## src/rtl/core/mi4_pkg.sv

```systemverilog
// mi4_pkg: shared constants, types and helper functions for the 4x4 adjugate inverse core
// no dependencies; used by every module in rtl/core except mi4_ram
`default_nettype none
package mi4_pkg;

	localparam int FRAC_BITS = 16;
	localparam int DATA_W    = 32;
	localparam int OPA_W     = DATA_W + 1;
	localparam int PROD_W    = OPA_W + DATA_W;
	localparam int ACC_W     = 160;
	localparam int MINOR_W   = 128;
	localparam int DIV_W     = 192;
	localparam int NUM_SHIFT = 2 * FRAC_BITS;
	localparam int DET_SHIFT = 3 * FRAC_BITS;
	localparam int N_ELEM    = 16;
	localparam int IDX_W     = 4;
	localparam int QCNT_W    = 5;

	localparam logic [DATA_W-1:0] SAT_MAX = {1'b0, {(DATA_W-1){1'b1}}};
	localparam logic [DATA_W-1:0] SAT_MIN = {1'b1, {(DATA_W-1){1'b0}}};

	typedef logic signed [DATA_W-1:0] elem_t;

	typedef struct packed {
		logic       mul_en;
		logic       acc_en;
		logic       acc_clr;
		logic       acc_sub;
		logic [1:0] acc_sh;
	} mac_ctl_t;

	// column picked by factor n of permutation term (six terms of a 3x3 determinant)
	function automatic logic [1:0] perm_col(input logic [2:0] term, input logic [1:0] n);
		logic [5:0] p;
		begin
			case (term)
				3'd0: p = {2'd2, 2'd1, 2'd0};
				3'd1: p = {2'd1, 2'd2, 2'd0};
				3'd2: p = {2'd2, 2'd0, 2'd1};
				3'd3: p = {2'd0, 2'd2, 2'd1};
				3'd4: p = {2'd1, 2'd0, 2'd2};
				3'd5: p = {2'd0, 2'd1, 2'd2};
				default: p = '0;
			endcase
			case (n)
				2'd0: perm_col = p[1:0];
				2'd1: perm_col = p[3:2];
				default: perm_col = p[5:4];
			endcase
		end
	endfunction

	// odd permutations
	function automatic logic perm_neg(input logic [2:0] term);
		perm_neg = (term == 3'd1) || (term == 3'd2) || (term == 3'd5);
	endfunction

	// n-th index that remains once index del is removed
	function automatic logic [1:0] skip_idx(input logic [1:0] del, input logic [1:0] n);
		skip_idx = (n < del) ? n : n + 2'd1;
	endfunction

	// floor by 2^(3F), saturate to 32 bits
	function automatic elem_t det_sat(input logic signed [ACC_W-1:0] v);
		logic signed [ACC_W-1:0] sh;
		begin
			sh = v >>> DET_SHIFT;
			if ((&sh[ACC_W-1:DATA_W-1]) || !(|sh[ACC_W-1:DATA_W-1]))
				det_sat = sh[DATA_W-1:0];
			else
				det_sat = sh[ACC_W-1] ? SAT_MIN : SAT_MAX;
		end
	endfunction

endpackage
`default_nettype wire

```

## src/rtl/core/mi4_div.sv

```systemverilog
// mi4_div: radix-2 restoring divider, one quotient bit per cycle, saturated 32-bit result
// depends on mi4_pkg
`default_nettype none
module mi4_div (
	input  wire logic                               clk,
	input  wire logic                               arst_n,
	input  wire logic                               start,
	input  wire logic signed [mi4_pkg::MINOR_W-1:0] minor,
	input  wire logic                               flip,
	input  wire logic signed [mi4_pkg::ACC_W-1:0]   den,
	output logic                                    done,
	output mi4_pkg::elem_t                          quot
);
	import mi4_pkg::*;

	typedef enum logic [1:0] {D_IDLE, D_CHK, D_RUN, D_FIN} dstate_t;

	dstate_t             state_q;
	logic [DIV_W-1:0]    rem_q;
	logic [DIV_W-1:0]    dsh_q;
	logic [DATA_W-1:0]   q_q;
	logic [QCNT_W-1:0]   cnt_q;
	logic                neg_q;
	logic                ovf_q;
	logic [MINOR_W-1:0]  abs_m;
	logic [ACC_W-1:0]    abs_d;
	logic                ge;

	assign abs_m = minor[MINOR_W-1] ? MINOR_W'(-minor) : MINOR_W'(minor);
	assign abs_d = den[ACC_W-1] ? ACC_W'(-den) : ACC_W'(den);
	assign ge    = rem_q >= dsh_q;

	always_ff @(posedge clk or negedge arst_n) begin
		if (!arst_n) begin
			state_q <= D_IDLE;
		end else begin
			case (state_q)
				D_IDLE: begin
					if (start) state_q <= D_CHK;
				end
				D_CHK: state_q <= D_RUN;
				D_RUN: begin
					if (cnt_q == '0) state_q <= D_FIN;
				end
				D_FIN: state_q <= D_IDLE;
				default: state_q <= D_IDLE;
			endcase
		end
	end

	always_ff @(posedge clk) begin
		case (state_q)
			D_IDLE: begin
				if (start) begin
					rem_q <= DIV_W'(abs_m) << NUM_SHIFT;
					dsh_q <= DIV_W'(abs_d) << (DATA_W - 1);
					neg_q <= minor[MINOR_W-1] ^ flip ^ den[ACC_W-1];
					q_q   <= '0;
				end
			end
			D_CHK: begin
				ovf_q <= rem_q >= (dsh_q << 1);
				cnt_q <= QCNT_W'(DATA_W - 1);
			end
			D_RUN: begin
				if (ge) rem_q <= rem_q - dsh_q;
				q_q   <= {q_q[DATA_W-2:0], ge};
				dsh_q <= dsh_q >> 1;
				cnt_q <= cnt_q - 1'b1;
			end
			default: begin
			end
		endcase
	end

	always_comb begin
		if (ovf_q)
			quot = neg_q ? SAT_MIN : SAT_MAX;
		else if (neg_q)
			quot = (q_q > SAT_MIN) ? SAT_MIN : -q_q;
		else
			quot = (q_q > SAT_MAX) ? SAT_MAX : q_q;
	end

	assign done = state_q == D_FIN;

endmodule
`default_nettype wire

```

## config.mk

```make
export PLATFORM = sky130hd
export DESIGN_NAME = mi4_div
export DESIGN_NICKNAME = d
export VERILOG_FILES = /design/src/rtl/core/mi4_pkg.sv /design/src/rtl/core/mi4_div.sv
export SDC_FILE = /design/constraint.sdc
export NUM_CORES = 2
export LEC_CHECK = 0
export BUFFER_PORTS_ARGS = -buffer_cell sky130_fd_sc_hd__buf_2
export CAP_MARGIN = 20
export CELL_PAD_IN_SITES_DETAIL_PLACEMENT = 1
export CELL_PAD_IN_SITES_GLOBAL_PLACEMENT = 2
export CORE_UTILIZATION = 38
export CTS_BUF_LIST = sky130_fd_sc_hd__clkbuf_16
export DETAILED_ROUTE_END_ITERATION = 16
export PLACE_DENSITY = 0.86
export RECOVER_POWER = 50
export SLEW_MARGIN = 20
export SYNTH_ARGS = -nofsm -noshare
export SYNTH_HDL_FRONTEND = slang
export SYNTH_SLANG_ARGS = --single-unit
```

## constraint.sdc

```tcl
create_clock -name clk -period 28.8 [get_ports clk]
set_input_delay 2.88 -clock clk [delete_from_list [all_inputs] [get_ports clk]]
set_output_delay 2.88 -clock clk [all_outputs]
set_load 0.05 [all_outputs]
```

==> key figures <==
Synthesis
  • Synthesized cell area: 43000 um2
  • Gate Count Post-Synth: 5394
  • Number of synthesized flops with an enable pin: 422
  • Synthesized Nets: 6077
  • Synth area leader: edfxtp_1
  • Synth async-reset ratio: 0.00472
  • Yosys warnings: 0
  • Register area share after synthesis: 0.296
  • Distinct cells, synth: 77
  • Post-synth top area share: 0.295
  • Avg Cell Area, Syn: 7.96 um2
  • Register bit count reported by yosys: 424
  • Synth area leaders: edfxtp_1 30%, ha_1 11%, a21oi_1 6.3%
  • Ys flop type: edfxtp_1

Detailed routing
  • DR pass1 iterations: 5
  • Post-Route WL: 181 mm
  • Via Count: 42800
  • Iteration-0 DRC count of the detailed router: 3658
  • Vias per cell: 6.04
  • Final ANT Viol Nets: 0
  • DRC viols: 0
  • DR WL/cell: 25.6 um

Final layout
  • Share of layout cells above drive strength 1: 0.0878
  • Area Growth Syn to Fin: 10.7%
  • Final Net Count: 6234

Die
  • Area of the die: 114000 um2
  • Ports: 325
  • Rows: 122
  • Die W: 338 um
  • Core area: 111000 um2
  • Initial Util: 0.385
  • Chip height: 338 um

Timing
  • Final worst slack: 15.66 ns
  • RSZ-0062 raised after global routing: no
  • Max-slew violation count: 987
  • Final Hold Viols: 0
  • Clock Skews: 0.0322 ns
  • Worst-Margin Slew: 4.26 ns
  • Normalized max-slew margin: -1.84
  • Min Tclk post-route: 13.14 ns
  • Setup TNS: 0 ns
  • Achievable Freq: 0.0761 GHz
  • Final-report setup violation count: 0
  • Final period util: 0.456

Global route
  • Global Route Usage Sum: 0.307
  • Met1 usage: 0.435
  • Grt met2 use: 0.484
  • GR Overflow Total: 0
  • Pin count of the biggest net entering global routing: 99
  • Global-route wire length before repair: 272 mm
  • GR peak layer: met2
  • Grt met3 use: 0.0410
  • Vias in the first global route: 43000
  • Antenna violations before repair: 18

Place
  • Placement Setup Slack: 20.44 ns
  • DPL Wire Length: 149 mm
  • Input/output buffers: 324
  • Routability congestion estimate: 0.974

CTS
  • Clock Sinks: 424
  • Htree depth: 2
  • CTS tree: done
  • CTS clk-pin slew, worst paths: 0.06 ns
  • CTS max path bufs: 3
  • Total CTS buffers: 54
  • Later-pin clock latency in the skew report: 0.68 ns
  • Hold_buf cts: 0
  • CTS Root Cell: clkbuf_16
  • Resize count post-CTS: 0
  • Number of setup buffers added after CTS: 0

Worst setup path
  • Req. time, crit path: 29.09 ns
  • R2R depth: 7
  • Crit path cell chain: inv_1 > ha_1 > clkinvlp_2 > o21bai_1 > clkbuf_1 > clkbuf_1 > buf_4
  • Crit end category: flop
  • Worst path slowest cell: clkbuf_1
  • WP data arrival: 13.43 ns
  • CP Max Fanout: 75
  • Crit start category: flop
  • Most frequent CP cell: clkbuf_1
  • CP peak stage delay: 2.70 ns
  • Critical path class: flop to flop

Hold path
  • Hold Crit Depth: 2
  • Hold Path Class: flop to flop

Outcome
  • Failing checks: capacitance limit, slew limit
  • Status: finished with violations

Job
  • Max-cap violations: 16
==> cells by family after synthesis <==
kind of cell | share of synthesized area
xor gates and xnor gates | 0.0946
and+or+nand+nor | 0.216
buffers and inverters | 0.0478
AOI/OAI and AO/OA | 0.227
DFF | 0.296
muxes | 0.00492
adders and majority gates | 0.114
==> synth_stat cells (all sizes together), types with 9 or more instances <==
master and n:
clkbuf 232, o21bai 70, ha 390, and4 9
a21oi 539, nor4 63, o21ai 499, or4 61
nand3b 10, nor3 108, nand2b 63, a31oi 38
nand2 603, a211oi 12, nor2 500, buf 27
a21boi 28, o22ai 24, and3 13, and2 50
nand4 178, o21a 34, xnor2 256, nor2b 47
or2 36, edfxtp 422, nor3b 9, or3 90
inv 286, o31ai 97, a21o 147, nand3 69
xor2 208, a221oi 12, o41ai 41, o211ai 13
mux2i 20
==> final timing paths <==
path | endpoint | from | slack (ns)
hold reg to reg | dsh_q[49]$_DFFE_PP_ | dsh_q[50]$_DFFE_PP_ | 0.56
max in group asynchronous | state_q[0]$_DFFE_PN0P_ | arst_n | 26.67
setup / recovery | dsh_q[76]$_DFFE_PP_ | state_q[0]$_DFFE_PN0P_ | 15.66
setup reg to reg | dsh_q[76]$_DFFE_PP_ | state_q[0]$_DFFE_PN0P_ | 15.66
hold / removal | dsh_q[49]$_DFFE_PP_ | dsh_q[50]$_DFFE_PP_ | 0.56
min in group asynchronous | state_q[1]$_DFFE_PN0P_ | arst_n | 2.00
==> routing by layer <==
layer / wire length (um) / share of wire / vias up
li1: - / - / 20000
met1: 83500 / 0.46 / 21200
met2: 80800 / 0.45 / 1406
met3: 12000 / 0.066 / 217
met4: 5130 / 0.028 / 8
met5: 49 / 0.00027 / -
==> per-stage QoR <==
stage           util  instance area, um2  cells  hold WS, ns
3_5_place_dp   0.411               45800   6983        0.545
4_1_cts        0.427               47600   7080        0.554
6_report       0.427               47500   7091        0.561
2_1_floorplan      -               43000   5394        0.522
3_3_place_gp   0.411               45800   6982        0.530
5_1_grt        0.426               47500   7083        0.573
==> registers in the layout, indices dropped and copies added (netlist names) <==
signal,cells
dsh_q,191
rem_q,192
state_q,2
q_q,32
ovf_q,1
cnt_q,5
neg_q,1
==> critical path: cells and delay by family (launching register included) <==
| family | cells | cell delay, ns |
|---|---|---|
| buf+inv | 5 | 8.17 |
| fa+ha+maj | 1 | 1.86 |
| flops | 1 | 0.43 |
| compound gates | 1 | 2.09 |
==> layout make-up <==
cell class,count,area (um2)
clock inverter,43,428
clock buffer,54,1350
timing repair buffer,360,1870
inverter,286,1070
multi-input combinational,4425,28200
antenna,11,27.5
fill,13600,63900
sequential,424,12700
tap,1488,1860
==> placed cells by master, fill, tap and decap left out, types with 29 or more instances in the layout <==
cell type | synthesis | layout
clkbuf_16 | 0 | 54
nor2_1 | 500 | 500
buf_2 | 0 | 320
o21a_1 | 34 | 34
a31oi_1 | 38 | 38
o21ai_0 | 499 | 498
nand4_1 | 178 | 178
a21oi_1 | 539 | 539
o41ai_1 | 41 | 39
o31ai_1 | 96 | 96
xnor2_1 | 256 | 256
or2_2 | 34 | 34
nand2_1 | 603 | 603
o21bai_1 | 70 | 70
nor4_1 | 61 | 60
xor2_1 | 208 | 208
nand2b_1 | 63 | 63
inv_1 | 285 | 293
ha_1 | 390 | 390
or3_1 | 89 | 89
nor3_1 | 108 | 108
nor2b_1 | 47 | 47
a21o_1 | 147 | 147
nand3_1 | 69 | 69
or4_1 | 56 | 56
and2_1 | 50 | 29
edfxtp_1 | 422 | 422
Power is left out: the tool's default activity adds up to more than one toggle a clock period on the data nets, which glitch-free logic cannot reach.
