`src/rtl/core/mi4_ram.sv`:
```
// mi4_ram: generic single write port, single read port ram with registered read
// no dependencies
`default_nettype none
module mi4_ram #(
	parameter int WIDTH = 8,
	parameter int DEPTH = 16
) (
	input  wire logic                     clk,
	input  wire logic                     we,
	input  wire logic [$clog2(DEPTH)-1:0] waddr,
	input  wire logic [WIDTH-1:0]         wdata,
	input  wire logic [$clog2(DEPTH)-1:0] raddr,
	output logic      [WIDTH-1:0]         rdata
);

	logic [WIDTH-1:0] mem_q [DEPTH];

	always_ff @(posedge clk) begin
		if (we) begin
			mem_q[waddr] <= wdata;
		end
		rdata <= mem_q[raddr];
	end

endmodule
`default_nettype wire

```
`config.mk`:
```
export PLATFORM = sky130hd
export DESIGN_NAME = mi4_ram
export DESIGN_NICKNAME = d
export VERILOG_FILES = /design/src/rtl/core/mi4_ram.sv
export SDC_FILE = /design/constraint.sdc
export NUM_CORES = 1
export LEC_CHECK = 0
export ABC_AREA = 1
export BUFFER_PORTS_ARGS = -buffer_cell sky130_fd_sc_hd__buf_2
export CORE_AREA = 2 2 134 136
export CTS_CLUSTER_DIAMETER = 150
export DETAILED_ROUTE_END_ITERATION = 7
export DIE_AREA = 0 0 136 138
export PLACE_DENSITY = 0.58
export REMOVE_ABC_BUFFERS = 1
export SKIP_CTS_REPAIR_TIMING = 1
export SYNTH_ARGS = -nofsm -noshare
export SYNTH_HDL_FRONTEND = slang
export SYNTH_SLANG_ARGS = --single-unit
```
`constraint.sdc`:
```
create_clock -name clk -period 2.4 [get_ports clk]
set_input_delay 0.24 -clock clk [delete_from_list [all_inputs] [get_ports clk]]
set_output_delay 0.24 -clock clk [all_outputs]
set_load 0.05 [all_outputs]
```
==> impl_metrics.toml, run 1 <==
[worst_setup_path]
worstSetupStartpoint = "rdata[0]"
crit_type = "flip-flop to output pin"
critPathLaunchType = "flip-flop"
r2r_start = "mem_q[9][1]"
crit_path_max_fanout = 1
slowest_stage = "dfxtp_1"
crit_chain = "buf_2"
max_stage_delay_ps = 400
crit_family = "flip-flops"
rr_worst_depth = 6
endpoint = "rdata[0]"
crit_buf_inv = 1
rrSetupSlack_ps = 1350
cp.required_ps = 2160
cp_data_arrival_time_ps = 1130
cp_num_cells = 1
critPathCaptureType = "output pin"
r2r_end = "rdata[1]"

[final_layout]
antennaDiodeCount = 0
most-common-layout-cells = "nand2_1, edfxtp_1, inv_1"
final_cells = 817
nets = 593
fillCellCount = 1761
area_growth_pct = 15.2
drive_gt1_frac = 0.100
final_common_cell = "nand2_1"
design_area_um2 = 6640
final_core_util = 0.379

[drt]
drc_errors = 0
wire_per_inst_um = 16.8
detail-route-antenna-nets = 0
drt_iter0_drc = 361
vias_per_cell = 4.63
vias = 3780
first_pass_iters = 5
drt_wl_total_um = 13800

[die]
die_y_um = 138
die_width_um = 136
ios = 26
start_util = 0.329
rows = 49
core-area_um2 = 17500
die_area_um2 = 18800

[timing]
period_minus_slack_ps = 1370
slew_headroom = 0.442
fin_crit_sh = 0.570
slew_viol_final = 0
max_freq_ghz = 0.731
skew_ps = 5.38
finalHoldViolations = 0
tns_ps = 0
tightestPinTransition_ps = 834
setup_viol = 0
rsz0062_at_grt = "no"

[synthesis]
ys_ff_latch = 136
synth_warnings = 0
yosys.cell_types.count = 12
syn_area_um2 = 5770
syn_inst = 551
syn_avg_cell_area_um2 = 10.5
yosysSeqAreaShare = 0.694

[clocking]
cts_tree = "yes"
cts_sinks = 136
cts_root_buf = "clkbuf_16"
htreeDepth = 4
numCtsBuffers = 17
clk_latency_ps = 420
clk_pin_slew_ps = 60
clockBufferDepth = 2

[placement]
portBuffers = 25
placed_cells = 785
gp_congestion = 0.831
post-dp-hpwl_um = 8890
placed_area_um2 = 6050

[global_route]
antenna_found_initial = 0
grt_pass1_wl_um = 21700
track_usage = 0.158
gr-total-overflow = 0
grt_start_max_net_pins = 65
grt_pass1_vias = 3849

[power_and_ir_drop]
max-vdd-ir-drop_mv = 0.574
p_leak_nw = 2.81
p_per_area_nw_per_um2 = 847

[min_path]
hold_depth = 3
hold_class = "input port to flip-flop"

[job]
cap_violations = 0

[outcome]
status = "finished clean"
-- power by group --
group	internal [mW]	total (mW)	switching (mW)
combinational	0.0879	0.367	0.279
sequential	2.66	2.68	0.0239
clock	1.63	2.58	0.950
-- kinds of logic (layout without fill, tap and decap cells) --
| group | after synthesis | after routing | synth area share |
|---|---|---|---|
| simple gates | 289 | 289 | 0.210 |
| buf+inv | 126 | 163 | 0.0952 |
| flops | 136 | 136 | 0.694 |
-- routing by layer --
metal | up-vias | routed length [um] | GRT usage
li1 | 1819 | - | -
met1 | 1814 | 6150 | 0.215
met2 | 128 | 6550 | 0.245
met3 | 19 | 850 | 0.0418
met4 | 0 | 210 | 0.0581
met5 | - | 0 | 0
-- through the flow --
| step | worst slack [ps] | power, mW | hold slack, ps |
|---|---|---|---|
| floorplan | 1180 | 2.92 | 339 |
| global placement | 785 | 3.10 | 604 |
| detailed placement | 750 | 3.10 | 604 |
| CTS | 1050 | 5.66 | 150 |
| global route | 1020 | 5.80 | 182 |
| finish | 1030 | 5.62 | 163 |
-- worst min path at each step --
stage | endpoint | slack, ps | from
6_report | rdata[7] | 160 | raddr[3]
5_1_grt | rdata[7] | 180 | raddr[3]
4_1_cts | rdata[7] | 150 | raddr[3]
3_5_place_dp | rdata[7] | 600 | raddr[3]
3_3_place_gp | rdata[7] | 600 | raddr[3]
2_1_floorplan | mem_q[0][0] | 340 | wdata[0]
-- tightest hold or removal path, delay by kind of cell --
family / cells / cell delay (ps)
simple gates: 2 / 130
buf+inv: 1 / 160
-- cell type report --
class | instances | area, um2 | share of cell area
clock buffers | 20 | 437 | 0.0657
clock inverters | 12 | 151 | 0.0228
inverters | 102 | 383 | 0.0576
multi-input cells | 289 | 1210 | 0.183
flip-flops and latches | 136 | 4000 | 0.603
well taps | 229 | 287 | 0.0431
repair buffers | 29 | 168 | 0.0252
-- state kept, by name, indices dropped and copies added (netlist names) --
name   flops
mem_q    128
rdata      8
-- cell usage after synthesis --
cell type / instances / area (um2)
nand3b_1: 2 / 15.0
inv_1: 100 / 375
nand3_1: 97 / 485
edfxtp_1: 128 / 3840
buf_4: 4 / 30.0
buf_2: 13 / 65.1
inv_2: 2 / 7.51
buf_1: 1 / 3.75
nand2_1: 173 / 649
nor2_1: 17 / 63.8
dfxtp_1: 8 / 160
buf_6: 6 / 67.6
Note: power is estimated with default switching activity, not from simulation.
==> run 2, diff against run 1 <==
Settings changed: PLACE_DENSITY 0.58 to 0.6.
Clock period 2.4 ns to 1.2 ns, I/O delays scaled along.
==> run 2 against run 1 <==
Against the previous run: non-clock buffer count grew 25; first-iteration DRC count down 1.9%; largest power group is now the clock network; highest routed layer unchanged; critical endpoint unchanged; via count rose by 2.3%.
==> impl_metrics.toml, run 2 (synthesized netlist as in run 1, its figures left out) <==
[outcome]
status = "finished clean"

[timing]
max_freq_ghz = 0.857
tns_ps = 0
fin_crit_sh = 0.972
holdWs_ps = 89.3
slew_viol_final = 0
skew_ps = 8.76
period_minus_slack_ps = 1170
setup_viol = 0
rsz0062_at_grt = "no"
slew_headroom = 0.752
finalHoldViolations = 0
tightestPinTransition_ps = 372

[global_route]
gr-total-overflow = 0
antenna_found_initial = 0
grt_pass1_vias = 3893
grt_pass1_wl_um = 20600
grt_start_max_net_pins = 44
track_usage = 0.145

[worst_setup_path]
max_stage_delay_ps = 350
crit_chain = "buf_2"
crit_type = "flip-flop to output pin"
critPathLaunchType = "flip-flop"
rr_worst_depth = 6
cp.required_ps = 1080
critPathCaptureType = "output pin"
crit_path_max_fanout = 1
crit_family = "flip-flops"
cp_data_arrival_time_ps = 1050
slowest_stage = "dfxtp_1"
crit_buf_inv = 1
cp_num_cells = 1

[drt]
detail-route-antenna-nets = 0
drc_errors = 0
wire_per_inst_um = 15.2
drt_wl_total_um = 12800
first_pass_iters = 5
vias_per_cell = 4.59
drt_iter0_drc = 354
vias = 3867

[final_layout]
design_area_um2 = 6910
final_core_util = 0.394
antennaDiodeCount = 0
most-common-layout-cells = "nand2_1, edfxtp_1, inv_1"
largest_reg_flops = 128
fillCellCount = 1713
area_growth_pct = 19.9
top_regs = "mem_q x128, rdata x8"
top_register = "mem_q"
final_common_cell = "nand2_1"
nets = 618
drive_gt1_frac = 0.139

[die]
die_width_um = 136
start_util = 0.329
core-area_um2 = 17500
rows = 49
die_area_um2 = 18800
ios = 26
die_y_um = 138

[clocking]
numCtsBuffers = 17
clk_pin_slew_ps = 60
htreeDepth = 4
cts_root_buf = "clkbuf_16"
clk_latency_ps = 420
cts_tree = "yes"
cts_sinks = 136
clockBufferDepth = 2

[placement]
post-dp-hpwl_um = 8420
gp_congestion = 0.812
portBuffers = 25
placed_area_um2 = 6280

[power_and_ir_drop]
p_per_area_nw_per_um2 = 1680
max-vdd-ir-drop_mv = 1.11
power_mw = 11.6
p_leak_nw = 2.99

[job]
cap_violations = 0

[min_path]
hold_depth = 1
hold_class = "input port to flip-flop"
-- run 2: metrics by stage --
| stage | cells | setup slack (ps) |
|---|---|---|
| after floorplan | 527 | 99.5 |
| after global placement | 810 | 28.1 |
| after detailed placement | 810 | 21.3 |
| after CTS | 842 | 12.2 |
| after global routing | 842 | 7.68 |
| final | 842 | 33.2 |
-- run 2: final timing paths --
check / slack (ps) / from / to
hold / removal: 90 / wdata[5] / mem_q[9][5]
setup / recovery: 30 / rdata[0] / rdata[0]
setup reg to reg: 220 / mem_q[5][7] / rdata[7]
hold reg to reg: 650 / mem_q[15][4] / rdata[4]
-- run 2: cell type report --
class / instances / area, um2 / share of cell area
well taps: 229 / 287 / 0.0415
flip-flops and latches: 136 / 4000 / 0.579
repair buffers: 54 / 395 / 0.0572
inverters: 102 / 383 / 0.0554
clock buffers: 26 / 519 / 0.0751
clock inverters: 6 / 110 / 0.0159
multi-input cells: 289 / 1210 / 0.176
-- run 2: layer usage --
| layer | GRT usage | vias to the layer above | share of wire |
|---|---|---|---|
| met4 | 0.0515 | 0 | 0.010 |
| met5 | 0 | - | 0 |
| met1 | 0.206 | 1868 | 0.46 |
| li1 | - | 1868 | - |
| met2 | 0.219 | 116 | 0.47 |
| met3 | 0.0341 | 15 | 0.063 |
-- run 2: power breakdown --
group | switching [mW] | total, mW | internal, mW | leakage (nW)
clock | 1.89 | 5.49 | 3.60 | 0.303
combinational | 0.542 | 0.764 | 0.222 | 1.46
sequential | 0.0356 | 5.35 | 5.31 | 1.22
==> run 3, diff against run 2 <==
--- a/config.mk
+++ b/config.mk
@@ -8,2 +8,3 @@
 export ABC_AREA = 1
+export ABC_CLOCK_PERIOD_IN_PS = 1200
 export BUFFER_PORTS_ARGS = -buffer_cell sky130_fd_sc_hd__buf_2
--- a/constraint.sdc
+++ b/constraint.sdc
@@ -3,2 +3,2 @@
 set_output_delay 0.12 -clock clk [all_outputs]
-set_load 0.05 [all_outputs]
+set_load 0.005 [all_outputs]
==> run 3 against run 2 <==
Against the previous run: core utilization about the same; sequential power about the same; register-to-register slack about the same; hold slack improved by 4.7 ps; worst setup slack improved by 140 ps; flip-flop and latch count unchanged; first-iteration DRC count increased by 4.5%; final cell count unchanged; clock skew decreased by 2.0 ps; global-route usage unchanged; largest power group unchanged; count of clock-buffer cells in the layout unchanged; largest cell class unchanged; clock power about the same.
==> impl_metrics.toml, run 3 (synthesized netlist as in run 1, its figures left out) <==
[min_path]
hold_class = "input port to flip-flop"
hold_path_startpoint = "wdata[5]"

[final_layout]
final_common_cell = "nand2_1"
area_growth_pct = 19.8
top_register = "mem_q"
drive_gt1_frac = 0.139
top_regs = "mem_q x128, rdata x8"
most-common-layout-cells = "nand2_1, edfxtp_1, inv_1"
nets = 618
antennaDiodeCount = 0
final_core_util = 0.394
final_cells = 842
largest_reg_flops = 128

[drt]
drt-met1-wl_um = 6050
detail-route-antenna-nets = 0
drc_errors = 0
drt_wl_total_um = 12800
drt_iter0_drc = 370
vias = 3865
top_layer = "met4"
vias_per_cell = 4.59
met3_length_um = 646
wire_per_inst_um = 15.2
met2_length_um = 5890
first_pass_iters = 5

[worst_setup_path]
crit_chain = "buf_2"
rrSetupSlack_ps = 230
worstSetupStartpoint = "rdata[1]"
crit_path_max_fanout = 1
critPathCaptureType = "output pin"
r2r_end = "rdata[7]"
crit_type = "flip-flop to output pin"
critPathLaunchType = "flip-flop"
rr_worst_depth = 6
max_stage_delay_ps = 360
cp_num_cells = 1
crit_buf_inv = 1
r2r_start = "mem_q[5][7]"
cp.required_ps = 1080
endpoint = "rdata[1]"
cp_data_arrival_time_ps = 910
slowest_stage = "dfxtp_1"
crit_family = "flip-flops"

[timing]
max_freq_ghz = 0.972
skew_ps = 6.74
fin_crit_sh = 0.857
slew_viol_final = 0
slew_headroom = 0.754
tns_ps = 0
setup_viol = 0
finalHoldViolations = 0
period_minus_slack_ps = 1030
rsz0062_at_grt = "no"
tightestPinTransition_ps = 369

[die]
core-area_um2 = 17500
ios = 26
die_y_um = 138
rows = 49
start_util = 0.329
die_width_um = 136
die_area_um2 = 18800

[clocking]
cts_sinks = 136
htreeDepth = 4
clk_pin_slew_ps = 60
clockBufferDepth = 2
numCtsBuffers = 17
clk_latency_ps = 420
cts_root_buf = "clkbuf_16"
cts_tree = "yes"

[outcome]
status = "finished clean"

[global_route]
track_usage = 0.145
grt_start_max_net_pins = 44
gr-total-overflow = 0
antenna_found_initial = 0
grt_pass1_vias = 3893
grt_pass1_wl_um = 20600

[placement]
portBuffers = 25
placed_cells = 810
gp_congestion = 0.812
post-dp-hpwl_um = 8420

[power_and_ir_drop]
power_mw = 11.5
p_leak_nw = 2.98
p_per_area_nw_per_um2 = 1660
max-vdd-ir-drop_mv = 1.11

[job]
cap_violations = 0
[run 3: cell count changes in the layout (fill, tap and decap cells not counted), sizes merged]
cell / previous run / this run
buf: 53 / 54
clkbuf: 27 / 26
[run 3: worst min-delay path by stage]
stage | end | slack [ps] | cells past startpoint
2_1_floorplan | mem_q[0][0] | 220 | 0
3_3_place_gp | rdata[2] | 500 | 1
3_5_place_dp | rdata[7] | 510 | 1
4_1_cts | mem_q[9][5] | 100 | 1
5_1_grt | mem_q[9][5] | 100 | 1
6_report | mem_q[9][5] | 90 | 1
[run 3: power breakdown]
| part | switching, mW | leakage (nW) | total (mW) | internal [mW] |
|---|---|---|---|---|
| logic | 0.435 | 1.46 | 0.655 | 0.219 |
| registers | 0.0358 | 1.22 | 5.35 | 5.31 |
| clock network | 1.88 | 0.303 | 5.48 | 3.60 |
| total | 2.35 | 2.98 | 11.5 | 9.13 |
[run 3: area by class of cell]
type,count,area (um2)
sequential,136,4000
tap,229,287
clock buffer,26,519
timing repair buffer,54,393
inverter,102,383
fill,1712,10600
clock inverter,6,110
multi-input combinational,289,1210
[run 3: metal layers]
| metal | GRT usage | vias up |
|---|---|---|
| li1 | - | 1866 |
| met5 | 0 | - |
| met1 | 0.206 | 1874 |
| met3 | 0.0341 | 22 |
| met2 | 0.219 | 103 |
| met4 | 0.0515 | 0 |
[run 3: stage by stage]
step                instance area, um2  worst slack (ps)  hold WS [ps]
finish                            6910               171          94.0
global route                      6910               122           103
CTS                               6910               162          99.6
detailed placement                6280              21.3           506
global placement                  6280              28.1           504
floorplan                         5600              99.5           219
